**src/hw/rtl/jsfe_pkg.sv**
```systemverilog
// Shared types, codes and constants of the joint stress and fracture evaluator.
// Used by jsfe_mul, jsfe_div and joint_stress_fracture_evaluator_top.
`default_nettype none
package jsfe_pkg;

    localparam int MAX_JOINTS_DEF = 1024;
    localparam int WIDE_W         = 128;

    // request codes
    localparam logic [1:0] REQ_LOAD = 2'd0;
    localparam logic [1:0] REQ_EVAL = 2'd1;
    localparam logic [1:0] REQ_STEP = 2'd2;

    localparam logic [39:0]  AREA_FLOOR   = 40'd10000;
    localparam logic [67:0]  SX_FLOOR     = 68'd153600000000;
    localparam logic [127:0] K_NORMAL     = 128'd1000000000000000000;
    localparam logic [127:0] K_BEND_A     = 128'd6000000000000;
    localparam logic [127:0] K_BEND_B     = 128'd1000000000000;
    localparam logic [127:0] K_USEC       = 128'd1000000;
    localparam logic [15:0]  DMG_RATE_RST = 16'd52429;
    localparam logic [10:0]  CNT_MAX      = 11'd2047;
    localparam logic [47:0]  SAT48        = 48'hFFFF_FFFF_FFFF;
    localparam logic [31:0]  SAT32        = 32'hFFFF_FFFF;

    typedef enum logic [4:0] {
        ST_CLEAR,
        ST_IDLE,
        ST_DECIDE,
        ST_MUL_NUM1,
        ST_MUL_DEN1,
        ST_DIV_NORMAL,
        ST_SQRT,
        ST_MUL_SX,
        ST_MUL_ANG1,
        ST_MUL_ANG2,
        ST_MUL_DEN2,
        ST_DIV_BEND,
        ST_DIV_STRAIN,
        ST_MUL_INC1,
        ST_MUL_INC2,
        ST_MUL_YD,
        ST_DIV_INC,
        ST_WRITE,
        ST_OUT
    } t_state;

    typedef struct packed {
        logic        valid;
        logic [39:0] area;
        logic [47:0] stiff;
        logic [47:0] yld;
        logic [47:0] tens;
        logic [31:0] dmg;
        logic        ymark;
        logic        bmark;
    } t_entry;

endpackage
`default_nettype wire

```
**src/hw/rtl/jsfe_div.sv**
```systemverilog
// Restoring divider, 128-bit numerator and denominator, one quotient bit a cycle.
// Depends on jsfe_pkg.
`default_nettype none
module jsfe_div (
    input  wire logic                        i_clk,
    input  wire logic                        i_rst_n,
    input  wire logic                        i_start,
    input  wire logic [jsfe_pkg::WIDE_W-1:0] i_num,
    input  wire logic [jsfe_pkg::WIDE_W-1:0] i_den,
    output logic                             o_done,
    output logic [jsfe_pkg::WIDE_W-1:0]      o_quot
);
    localparam int W     = jsfe_pkg::WIDE_W;
    localparam int CNT_W = $clog2(W);

    logic [W-1:0]       r_q, r_rem, r_den;
    logic [CNT_W-1:0]   r_cnt;
    logic               r_busy, r_done;

    logic [W:0] rem_sh, rem_sub;
    logic       take;

    // trial subtract of the shifted remainder
    assign rem_sh  = {r_rem, r_q[W-1]};
    assign take    = rem_sh >= {1'b0, r_den};
    assign rem_sub = rem_sh - {1'b0, r_den};

    always_ff @(posedge i_clk) begin
        if (!i_rst_n) begin
            r_busy <= 1'b0;
            r_done <= 1'b0;
        end else begin
            r_done <= 1'b0;
            if (i_start) begin
                r_q    <= i_num;
                r_den  <= i_den;
                r_rem  <= '0;
                r_cnt  <= '0;
                r_busy <= 1'b1;
            end else if (r_busy) begin
                r_rem <= take ? rem_sub[W-1:0] : rem_sh[W-1:0];
                r_q   <= {r_q[W-2:0], take};
                r_cnt <= r_cnt + CNT_W'(1);
                if (r_cnt == CNT_W'(W-1)) begin
                    r_busy <= 1'b0;
                    r_done <= 1'b1;
                end
            end
        end
    end

    assign o_done = r_done;
    assign o_quot = r_q;
endmodule
`default_nettype wire

```
**config.mk**
```make
export PLATFORM = sky130hd
export DESIGN_NAME = jsfe_div
export DESIGN_NICKNAME = d
export VERILOG_FILES = /design/src/hw/rtl/jsfe_pkg.sv /design/src/hw/rtl/jsfe_div.sv
export SDC_FILE = /design/constraint.sdc
export NUM_CORES = 1
export LEC_CHECK = 0
export BUFFER_PORTS_ARGS = -buffer_cell sky130_fd_sc_hd__buf_2
export CORE_MARGIN = 3
export CORE_UTILIZATION = 54
export CTS_BUF_LIST = sky130_fd_sc_hd__clkbuf_4 sky130_fd_sc_hd__clkbuf_8
export DETAILED_ROUTE_END_ITERATION = 10
export PLACE_DENSITY_LB_ADDON = 0.08
export REMOVE_ABC_BUFFERS = 1
export SLEW_MARGIN = 20
export SYNTH_ARGS = -nofsm -noshare
export SYNTH_HDL_FRONTEND = slang
export SYNTH_SLANG_ARGS = --single-unit
```
**constraint.sdc**
```tcl
create_clock -name i_clk -period 7.2 [get_ports i_clk]
set_input_delay 0.72 -clock i_clk [delete_from_list [all_inputs] [get_ports i_clk]]
set_output_delay 0.72 -clock i_clk [all_outputs]
set_load 0.005 [all_outputs]
```
==> results.py <==
metrics = {
    "pwr": {
        "switching_power_uw": 2270,
        "pwr-share-comb_pct": 28.0,
        "power.internal_uw": 4700,
        "p_leak_uw": 0.0115,
        "p_sw_share_pct": 32.5,
        "irDropWorstVdd_v": 0.000231,
        "p_per_area_nw_per_um2": 248,
        "p_seq_share_pct": 41.1,
        "pwr-share-clk_pct": 30.9,
    },
    "clock_network": {
        "cts-resized-gates": 0,
        "cts-hold-fix-buffers": 0,
        "root_buffer": "clkbuf_8",
        "clock_latency_ns": 0.67,
        "clockBufferDepth": 3,
        "cts_tree": "built",
        "cts-htree-levels": 3,
        "postCtsSetupBuffers": 0,
        "cts_buffers": 71,
        "clk_pin_slew_ns": 0.06,
        "numClockSinks": 393,
    },
    "cells_and_area": {
        "seq_area_sq_um": 11800,
        "layout-drive-gt1-share_pct": 23.6,
        "final_common_cell": "edfxtp_1",
        "fin_area_sq_um": 28000,
        "fillers": 3655,
        "nNetsFinal": 3111,
        "multiInputGateArea_sq_um": 11400,
        "mostFrequentLayoutCells": "391 x edfxtp_1, 386 x buf_2, 257 x nor2_1, 233 x a21oi_1, 168 x nand2_1",
        "area_growth_pct": 15.7,
    },
    "placed_design": {
        "dp_hpwl_um": 52100,
        "gp_congestion": 0.963,
        "io_buffers": 387,
        "dpl_cell_area_sq_um": 26600,
    },
    "outcome": {
        "status": "finished, final reports clean",
    },
    "die": {
        "fp.dieH_um": 218,
        "die_w_um": 218,
        "io_pins": 388,
        "core_area_sq_um": 43600,
        "start_util_pct": 55.5,
        "die_area_sq_um": 47400,
        "rows": 76,
    },
    "route": {
        "wl_per_cell_um": 20.5,
        "firstDrtPassIters": 5,
        "routed_wl_um": 69200,
        "drc": 0,
        "postRouteAntennaNets": 0,
        "dr_wl_met2_um": 32200,
        "top_layer_used": "met5",
        "dr_wl_met3_um": 5250,
        "drt_iter0_drc": 1669,
        "via_per_inst": 5.86,
        "vias": 19752,
        "drt-met1-wl_um": 29800,
    },
    "worst_setup_path": {
        "cpPeakStageDelay_ns": 0.66,
        "critPathTopFamily": "compound AO/OA/AOI/OAI gates",
        "crit_chain": "ha_1 > nand2_1 > o21bai_1 > a31o_2 > o21ai_0 > a211oi_1 > nor3_1 > o21ai_1 > nand3_4 > buf_4 > mux2i_1 > nor2_1",
        "r2r_start": "r_rem[2]",
        "r2r_end": "r_rem[89]",
        "cp_max_fo": 51,
        "worst_setup_path_end_kind": "flop",
        "start_kind": "flop",
        "critPathBufInv": 1,
        "reg2reg_depth": 12,
        "r2r_slack_ns": 2.56,
        "crit_slowest_cell": "o21ai_0",
        "cp.required_ns": 7.56,
        "crit_type": "flop to flop",
        "critPathArrivalTime_ns": 5.00,
    },
    "global_routing": {
        "grt_pass1_vias": 19550,
        "antenna_found_initial": 15,
        "grt_max_degree": 190,
        "grt_util_all_layers_pct": 28.5,
        "globalRoute.totalOverflow": 0,
        "grt_pass1_wl_um": 107000,
    },
    "sta": {
        "setup_viol_count_final": 0,
        "max_freq_mhz": 216,
        "slew_viol_final": 0,
        "finalCritPeriodShare_pct": 64.4,
        "slew_headroom_pct": 25.6,
        "tightest_slew_ns": 1.12,
        "rsz0062_at_grt": "false",
        "tns_ns": 0,
        "fin_crit_ns": 4.64,
        "hold_viol": 0,
        "hold_slack_ns": 0.221,
        "finClkSkew_ns": 0.0338,
    },
    "logic_synthesis": {
        "yosysSeqAreaShare_pct": 48.6,
        "synth-seq-cells": 393,
        "synth.distinct_cells": 76,
        "netlist_area_sq_um": 24200,
        "synth_edf_count": 391,
        "async_flop_share_pct": 0,
        "synth_ff_type": "edfxtp_1",
        "syn_avg_cell_area_sq_um": 10.3,
        "netlist_instances": 2358,
        "yosysWarnings": 0,
    },
    "hold_path": {
        "min-delay-start": "i_den[0]",
        "hold_depth": 1,
        "hold_end": "r_den[0]",
        "hp-class": "primary input to flop",
    },
    "run": {
        "drv_cap": 0,
    },
}
[synth_stat cells, drive strengths merged (61+ instances only)]
cell,count,area (sq um)
a21oi,234,1170
clkbuf,82,308
edfxtp,391,11700
ha,129,1610
inv,167,627
mux2,127,1430
nand2,168,631
nand4,61,388
nor2,257,965
o21ai,141,713
xnor2,70,613
[worst max path at each step]
stage                   start          to  slack [ns]  cells after the start
finish               r_rem[2]   r_rem[89]        2.56                     12
global route         r_rem[2]   r_rem[89]        2.21                     12
floorplan           r_rem[65]  r_rem[127]       -0.07                     12
CTS                  r_rem[2]   r_rem[89]        2.59                     12
detailed placement   r_rem[2]   r_rem[89]        2.60                     12
global placement     r_rem[2]   r_rem[90]        2.72                     12
[registers in the layout, indices dropped and copies added, names as in the netlist]
register / count
o_done: 1
r_cnt: 7
o_quot: 128
r_den: 128
r_busy: 1
r_rem: 128
[final cells by class]
cell class                      count  share of cell area (%)
Antenna cell                        8                  0.0714
Clock buffer                       87                    3.94
Clock inverter                     43                    1.14
Inverter                          167                    2.24
Multi-Input combinational cell   1693                    40.7
Sequential cell                   393                    42.0
Tap cell                          585                    2.61
Timing Repair Buffer              396                    7.27
[metrics by stage]
step	util (%)	setup slack, ns	instances	total power (uW)
floorplan	-	-0.0683	2253	4280
global placement	60.9	2.72	3234	4790
detailed placement	60.9	2.60	3234	4820
CTS	64.2	2.59	3364	6990
global route	64.2	2.21	3366	7330
finish	64.2	2.56	3372	6960
[power by group through the flow]
stage / Clock [uW] / Sequential (uW) / Combinational, uW
3_3_place_gp: 0 / 2900 / 1890
6_report: 2150 / 2860 / 1950
3_5_place_dp: 0 / 2910 / 1920
2_1_floorplan: 0 / 2910 / 1380
5_1_grt: 2300 / 2880 / 2150
4_1_cts: 2200 / 2860 / 1930
[kinds of logic after synthesis]
family                     Yosys count  share of synthesized area, %
DFF                                393                          48.6
buffers and inverters              272                          4.37
AOI/OAI and AO/OA                  623                          15.9
adders and majority gates          130                          6.75
xor gates and xnor gates           119                          4.30
and+or+nand+nor                    645                          12.1
muxes                              176                          7.93
[routing by layer]
metal  track usage (%)  up-vias
li1                  -     9423
met1              38.1     9460
met2              45.9      736
met3              7.44      119
met4              8.59       14
met5                 0        -
[worst reg2reg max path, delay by kind of cell (launching register included)]
family / cells / cell delay, ns
buffers and inverters: 1 / 0.60
AND/OR/NAND/NOR: 4 / 1.07
adder cells (fa/ha/maj): 1 / 0.39
AO/OA/AOI/OAI: 5 / 1.60
flip-flops: 1 / 0.40
multiplexers: 1 / 0.30
No activity file was read; power rests on OpenSTA's default activity.
