<file path="src/hw/rtl/jsfe_pkg.sv">
// Shared types, codes and constants of the joint stress and fracture evaluator.
// Used by jsfe_mul, jsfe_div and joint_stress_fracture_evaluator_top.
`default_nettype none
package jsfe_pkg;

    localparam int MAX_JOINTS_DEF = 1024;
    localparam int WIDE_W         = 128;

    // request codes
    localparam logic [1:0] REQ_LOAD = 2'd0;
    localparam logic [1:0] REQ_EVAL = 2'd1;
    localparam logic [1:0] REQ_STEP = 2'd2;

    localparam logic [39:0]  AREA_FLOOR   = 40'd10000;
    localparam logic [67:0]  SX_FLOOR     = 68'd153600000000;
    localparam logic [127:0] K_NORMAL     = 128'd1000000000000000000;
    localparam logic [127:0] K_BEND_A     = 128'd6000000000000;
    localparam logic [127:0] K_BEND_B     = 128'd1000000000000;
    localparam logic [127:0] K_USEC       = 128'd1000000;
    localparam logic [15:0]  DMG_RATE_RST = 16'd52429;
    localparam logic [10:0]  CNT_MAX      = 11'd2047;
    localparam logic [47:0]  SAT48        = 48'hFFFF_FFFF_FFFF;
    localparam logic [31:0]  SAT32        = 32'hFFFF_FFFF;

    typedef enum logic [4:0] {
        ST_CLEAR,
        ST_IDLE,
        ST_DECIDE,
        ST_MUL_NUM1,
        ST_MUL_DEN1,
        ST_DIV_NORMAL,
        ST_SQRT,
        ST_MUL_SX,
        ST_MUL_ANG1,
        ST_MUL_ANG2,
        ST_MUL_DEN2,
        ST_DIV_BEND,
        ST_DIV_STRAIN,
        ST_MUL_INC1,
        ST_MUL_INC2,
        ST_MUL_YD,
        ST_DIV_INC,
        ST_WRITE,
        ST_OUT
    } t_state;

    typedef struct packed {
        logic        valid;
        logic [39:0] area;
        logic [47:0] stiff;
        logic [47:0] yld;
        logic [47:0] tens;
        logic [31:0] dmg;
        logic        ymark;
        logic        bmark;
    } t_entry;

endpackage
`default_nettype wire

</file>
<file path="src/hw/rtl/jsfe_mul.sv">
// Sequential 128 x 128 multiplier (low 128 bits kept), one 32 x 32 partial product a cycle.
// Depends on jsfe_pkg.
`default_nettype none
module jsfe_mul (
    input  wire logic                        i_clk,
    input  wire logic                        i_rst_n,
    input  wire logic                        i_start,
    input  wire logic [jsfe_pkg::WIDE_W-1:0] i_a,
    input  wire logic [jsfe_pkg::WIDE_W-1:0] i_b,
    output logic                             o_done,
    output logic [jsfe_pkg::WIDE_W-1:0]      o_prod
);
    localparam int CW = 32;

    logic [jsfe_pkg::WIDE_W-1:0] r_a, r_b, r_acc;
    logic [3:0]                  r_cnt;
    logic                        r_busy, r_last, r_pv, r_done;
    logic [2*CW-1:0]             r_p;
    logic [2:0]                  r_sh;

    logic [1:0]      ai, bj;
    logic [CW-1:0]   a_ch, b_ch;
    logic [2*CW-1:0] pp;
    logic [255:0]    ext;

    // select the chunk pair and form its product
    assign ai   = r_cnt[3:2];
    assign bj   = r_cnt[1:0];
    assign a_ch = r_a[ai*CW +: CW];
    assign b_ch = r_b[bj*CW +: CW];
    assign pp   = a_ch * b_ch;
    assign ext  = {192'd0, r_p} << {r_sh, 5'd0};

    always_ff @(posedge i_clk) begin
        if (!i_rst_n) begin
            r_busy <= 1'b0;
            r_last <= 1'b0;
            r_pv   <= 1'b0;
            r_done <= 1'b0;
        end else begin
            r_done <= 1'b0;
            if (i_start) begin
                r_a    <= i_a;
                r_b    <= i_b;
                r_cnt  <= 4'd0;
                r_acc  <= '0;
                r_busy <= 1'b1;
                r_pv   <= 1'b0;
                r_last <= 1'b0;
            end else begin
                // issue one partial product
                if (r_busy) begin
                    r_p   <= pp;
                    r_sh  <= {1'b0, ai} + {1'b0, bj};
                    r_pv  <= 1'b1;
                    r_cnt <= r_cnt + 4'd1;
                    if (r_cnt == 4'hF) begin
                        r_busy <= 1'b0;
                        r_last <= 1'b1;
                    end
                end else begin
                    r_pv   <= 1'b0;
                    r_last <= 1'b0;
                end
                // accumulate the registered product
                if (r_pv) begin
                    r_acc <= r_acc + ext[jsfe_pkg::WIDE_W-1:0];
                end
                if (r_last) begin
                    r_done <= 1'b1;
                end
            end
        end
    end

    assign o_done = r_done;
    assign o_prod = r_acc;
endmodule
`default_nettype wire

</file>
<file path="config.mk">
export PLATFORM = sky130hd
export DESIGN_NAME = jsfe_mul
export DESIGN_NICKNAME = d
export VERILOG_FILES = /design/src/hw/rtl/jsfe_pkg.sv /design/src/hw/rtl/jsfe_mul.sv
export SDC_FILE = /design/constraint.sdc
export NUM_CORES = 2
export LEC_CHECK = 0
export ABC_AREA = 1
export BUFFER_PORTS_ARGS = -buffer_cell sky130_fd_sc_hd__buf_2
export CORE_UTILIZATION = 60
export DETAILED_ROUTE_END_ITERATION = 10
export PLACE_DENSITY = 0.79
export SYNTH_ARGS = -nofsm -noshare
export SYNTH_HDL_FRONTEND = slang
export SYNTH_SLANG_ARGS = --single-unit
</file>
<file path="constraint.sdc">
create_clock -name i_clk -period 16.8 [get_ports i_clk]
set_clock_uncertainty 0.2 [all_clocks]
set_input_delay 0 -clock i_clk [delete_from_list [all_inputs] [get_ports i_clk]]
set_output_delay 0 -clock i_clk [all_outputs]
set_load 0.01 [all_outputs]
</file>
==> impl_metrics.json, run 1 <==
{
  "status": "did not finish",
  "place_hpwl_um": 221000,
  "overflow": 4359,
  "die_x_um": 331,
  "first-error": "[ERROR GRT-0116] Global routing finished with congestion. Check the congestion regions in the DRC Viewer.",
  "grt_use_total_pct": 85.5,
  "cts_buffers": 54,
  "clock-sinks": 459,
  "cts-root-buf": "clkbuf_16",
  "grt_pass1_vias": 82600,
  "placed_cells": 10200,
  "cts.path.max_buffers": 3,
  "start_util_pct": 60.6,
  "ys_warn_count": 0,
  "ys_types": 48,
  "cts_resized": 0,
  "async_flop_share_pct": 0,
  "cts_max_level": 2,
  "die_y_um": 331,
  "place_congestion": 1.10,
  "failing_step": "5_1_grt",
  "rows": 120,
  "cts.hold.buffers_added": 516,
  "grt_pass1_wl_um": 667000,
  "synth_edf_count": 455,
  "syn_nets": 10100,
  "pin_count": 388,
  "syn_area_mm2": 0.0651,
  "dp_slack_ns": 6.37,
  "ys.flop_type": "edfxtp_1",
  "io_buffers": 387,
  "postCtsSetupBuffers": 0,
  "synth_seq_cells": 459,
  "syn_inst": 8510,
  "synth_area_per_cell_um2": 7.65,
  "grt_max_degree": 129,
  "synth-seq-area-share_pct": 21.1
}
synth_stat cells (44+ instances only):
cell,count,area (µm²)
o21ai_0,142,711
nor2_2,64,400
inv_1,1911,7170
nand3_1,147,736
edfxtp_1,455,13700
buf_2,152,761
clkbuf_1,55,206
nor2_1,1162,4360
ha_1,392,4900
a21oi_1,330,1650
inv_2,61,229
fa_1,898,18000
nand2_2,44,275
nand2_1,2341,8790
metal layers:
metal  GRT overflow  track usage, %
met5             42            46.1
met4            958            87.1
met3            280            68.3
met2           2702             105
met1            377            82.9
per-stage QoR:
stage | hold WS (ns) | cell area (µm²)
3_5_place_dp | -0.0219 | 68400
4_1_cts | 0.0640 | 75400
2_1_floorplan | -0.101 | 65100
3_3_place_gp | -0.0235 | 68400
cell families after synthesis:
family	after synthesis	share of synthesized area [%]
and+or+nand+nor	3863	23.6
buffers and inverters	2207	13.1
adders and majority gates	1290	35.2
AOI/OAI and AO/OA	638	6.26
DFF	459	21.1
xor gates and xnor gates	49	0.659
muxes	4	0.0615
==> run 2: changes to the inputs <==
--- a/config.mk
+++ b/config.mk
@@ -7,9 +7,9 @@
 export LEC_CHECK = 0
 export ABC_AREA = 1
 export BUFFER_PORTS_ARGS = -buffer_cell sky130_fd_sc_hd__buf_2
-export CORE_UTILIZATION = 60
+export CORE_UTILIZATION = 40
 export DETAILED_ROUTE_END_ITERATION = 10
-export PLACE_DENSITY = 0.79
+export PLACE_DENSITY_LB_ADDON = 0.15
 export SYNTH_ARGS = -nofsm -noshare
 export SYNTH_HDL_FRONTEND = slang
 export SYNTH_SLANG_ARGS = --single-unit
==> run 2 against run 1 <==
The flow now finishes, with violations (capacitance limit, slew limit). Synthesized area did not move. Synthesized cell count did not move.
==> impl_metrics.json, run 2 <==
{
  "status": "finished, violations left",
  "violations": "capacitance limit, slew limit",
  "grt_pass1_vias": 61400,
  "start_util_pct": 40.4,
  "worst_pin_slew_ns": 1.50,
  "syn_area_mm2": 0.0651,
  "synth-seq-area-share_pct": 21.1,
  "synth_area_leader_cell": "fa_1",
  "fin_crit_ns": 10.50,
  "r2r_cells": 31,
  "cts.path.max_buffers": 3,
  "nFillCells": 16200,
  "drv_cap": 1,
  "drtAntennaViolNets": 0,
  "setup_viol": 0,
  "rsz0062_at_grt": "no",
  "vias": 59400,
  "routed.top_layer": "met5",
  "rrSetupSlack_ns": 6.30,
  "syn_inst": 8510,
  "antenna_found_initial": 18,
  "dieArea_mm2": 0.164,
  "vias_per_cell": 5.14,
  "synth_common_cells": "nand2_1, inv_1, nor2_1",
  "syn_to_final_growth_pct": 17.5,
  "cts-root-buf": "clkbuf_16",
  "multi_input_area_mm2": 0.0428,
  "overflow": 0,
  "wire_per_inst_um": 25.1,
  "core_mm2": 0.161,
  "wirelength_um": 290000,
  "crit_start": "r_cnt[2]$_SDFFCE_PP0P_",
  "drc_errors": 0,
  "place_hpwl_um": 233000,
  "layout_common_cells": "nand2_1, inv_1, nor2_1, fa_1, dlygate4sd3_1",
  "wl_met1_um": 107000,
  "clock-sinks": 459,
  "regArea_mm2": 0.0137,
  "drv_slew": 3,
  "layout_commonest_cell": "nand2_1",
  "async_flop_share_pct": 0,
  "hold_ws_ns": 0.0410,
  "critPathKind": "reg2reg",
  "grt_use_total_pct": 35.4,
  "worst_skew_pair.late_latency_ns": 0.72,
  "path_common_cell": "fa_1",
  "crit_family": "adder cells",
  "die_y_um": 405,
  "ys.flop_type": "edfxtp_1",
  "setup_ws_ns": 6.30,
  "finalNetCount": 10900,
  "final_hold_viol_count": 0,
  "drt_iter0_drc": 4355,
  "io_buffers": 387,
  "cts_tree": "built",
  "cts_max_level": 2,
  "max_stage_delay_ns": 0.94,
  "grt_pass1_wl_um": 416000,
  "ys_warn_count": 0,
  "ys_types": 48,
  "utilization_pct": 47.4,
  "syn_nets": 10100,
  "start_kind": "register",
  "finalSetupTns_ns": 0,
  "critPathCapture": "r_p[53]$_DFFE_PP_",
  "arrival_ns": 10.77,
  "fmax_mhz": 95.2,
  "place_congestion": 1.09,
  "synth_area_per_cell_um2": 7.65,
  "critPathMaxFanout": 69,
  "synth_top_area_share_pct": 27.6,
  "synth_area_leaders": "fa_1, edfxtp_1, nand2_1",
  "post-route-period-util_pct": 62.5,
  "dr_wl_met3_um": 17200,
  "grt_max_degree": 117,
  "worstReg2RegStart": "r_cnt[2]$_SDFFCE_PP0P_",
  "synth_edf_count": 455,
  "synth_seq_cells": 459,
  "hp-class": "in2reg",
  "pin_count": 388,
  "clk_transition_reported_paths_ns": 0.07,
  "path_buf_inv": 10,
  "worstSetupEndpointType": "register",
  "worstSetupPathDepth": 31,
  "drt_first_pass_iters": 7,
  "die_x_um": 405,
  "worst_r2r_endpoint": "r_p[53]$_DFFE_PP_",
  "maxSlewHeadroom_pct": -1.35,
  "rows": 147,
  "yosysMostFrequentCell": "nand2_1",
  "cts_buffers": 58,
  "required_ns": 17.06,
  "cts_resized": 0,
  "crit_path_top_delay_cell": "clkinv_2",
  "dp_slack_ns": 6.35,
  "drive_gt1_share_pct": 8.81,
  "met2_length_um": 139000
}
run 2: through the flow:
step	instances	area (µm²)
2_1_floorplan	8510	65100
3_3_place_gp	10900	69400
3_5_place_dp	10900	69400
4_1_cts	11500	76400
5_1_grt	11600	76400
6_report	11600	76400
run 2: metal layers:
metal	global-route usage, %	up-vias
li1	-	27100
met1	39.9	29000
met2	61.0	2525
met3	4.60	788
met4	27.1	2
met5	0	-
run 2: worst min path at each step:
stage                                    end  slack [ns]     start  depth (start not counted)
after floorplan             r_a[0]$_DFFE_PP_       -0.10    i_a[0]                          0
after global placement    r_b[118]$_DFFE_PP_       -0.02  i_b[118]                          1
after detailed placement  r_b[118]$_DFFE_PP_       -0.02  i_b[118]                          1
after CTS                    r_pv$_SDFF_PP0_        0.05   i_rst_n                          4
after global routing         r_pv$_SDFF_PP0_        0.08   i_rst_n                          4
final                        r_pv$_SDFF_PP0_        0.04   i_rst_n                          4
run 2: repair_timing:
| item | CTS | global route |
|---|---|---|
| endpoints found under the hold margin | 299 | 0 |
| hold buffers | 516 | 0 |
| setup buffers | 0 | 0 |
run 2: final cells by class:
| cell class | instances | share of cell area [%] |
|---|---|---|
| Antenna cell | 17 | 0.0556 |
| Clock buffer | 66 | 1.94 |
| Clock inverter | 37 | 0.494 |
| Inverter | 1975 | 9.71 |
| Multi-Input combinational cell | 5844 | 56.0 |
| Sequential cell | 459 | 18.0 |
| Tap cell | 2160 | 3.54 |
| Timing Repair Buffer | 1000 | 10.2 |
run 2: kinds of logic after synthesis:
kind of cell | after synthesis | synth area share, %
simple gates | 3863 | 23.6
buf+inv | 2207 | 13.1
fa+ha+maj | 1290 | 35.2
compound gates | 638 | 6.26
flops | 459 | 21.1
xor+xnor | 49 | 0.659
mux | 4 | 0.0615
run 2: worst register-to-register path: cells and delay by family, from the launching register on:
family / cells / cell delay [ns]
AO/OA/AOI/OAI: 1 / 0.12
adder cells (fa/ha/maj): 9 / 4.56
buffers and inverters: 10 / 3.04
flip-flops: 1 / 0.32
AND/OR/NAND/NOR: 11 / 2.01
Power of run 2 is left out: the tool's default activity adds up to more than one toggle a clock period on the data nets, which glitch-free logic cannot reach.
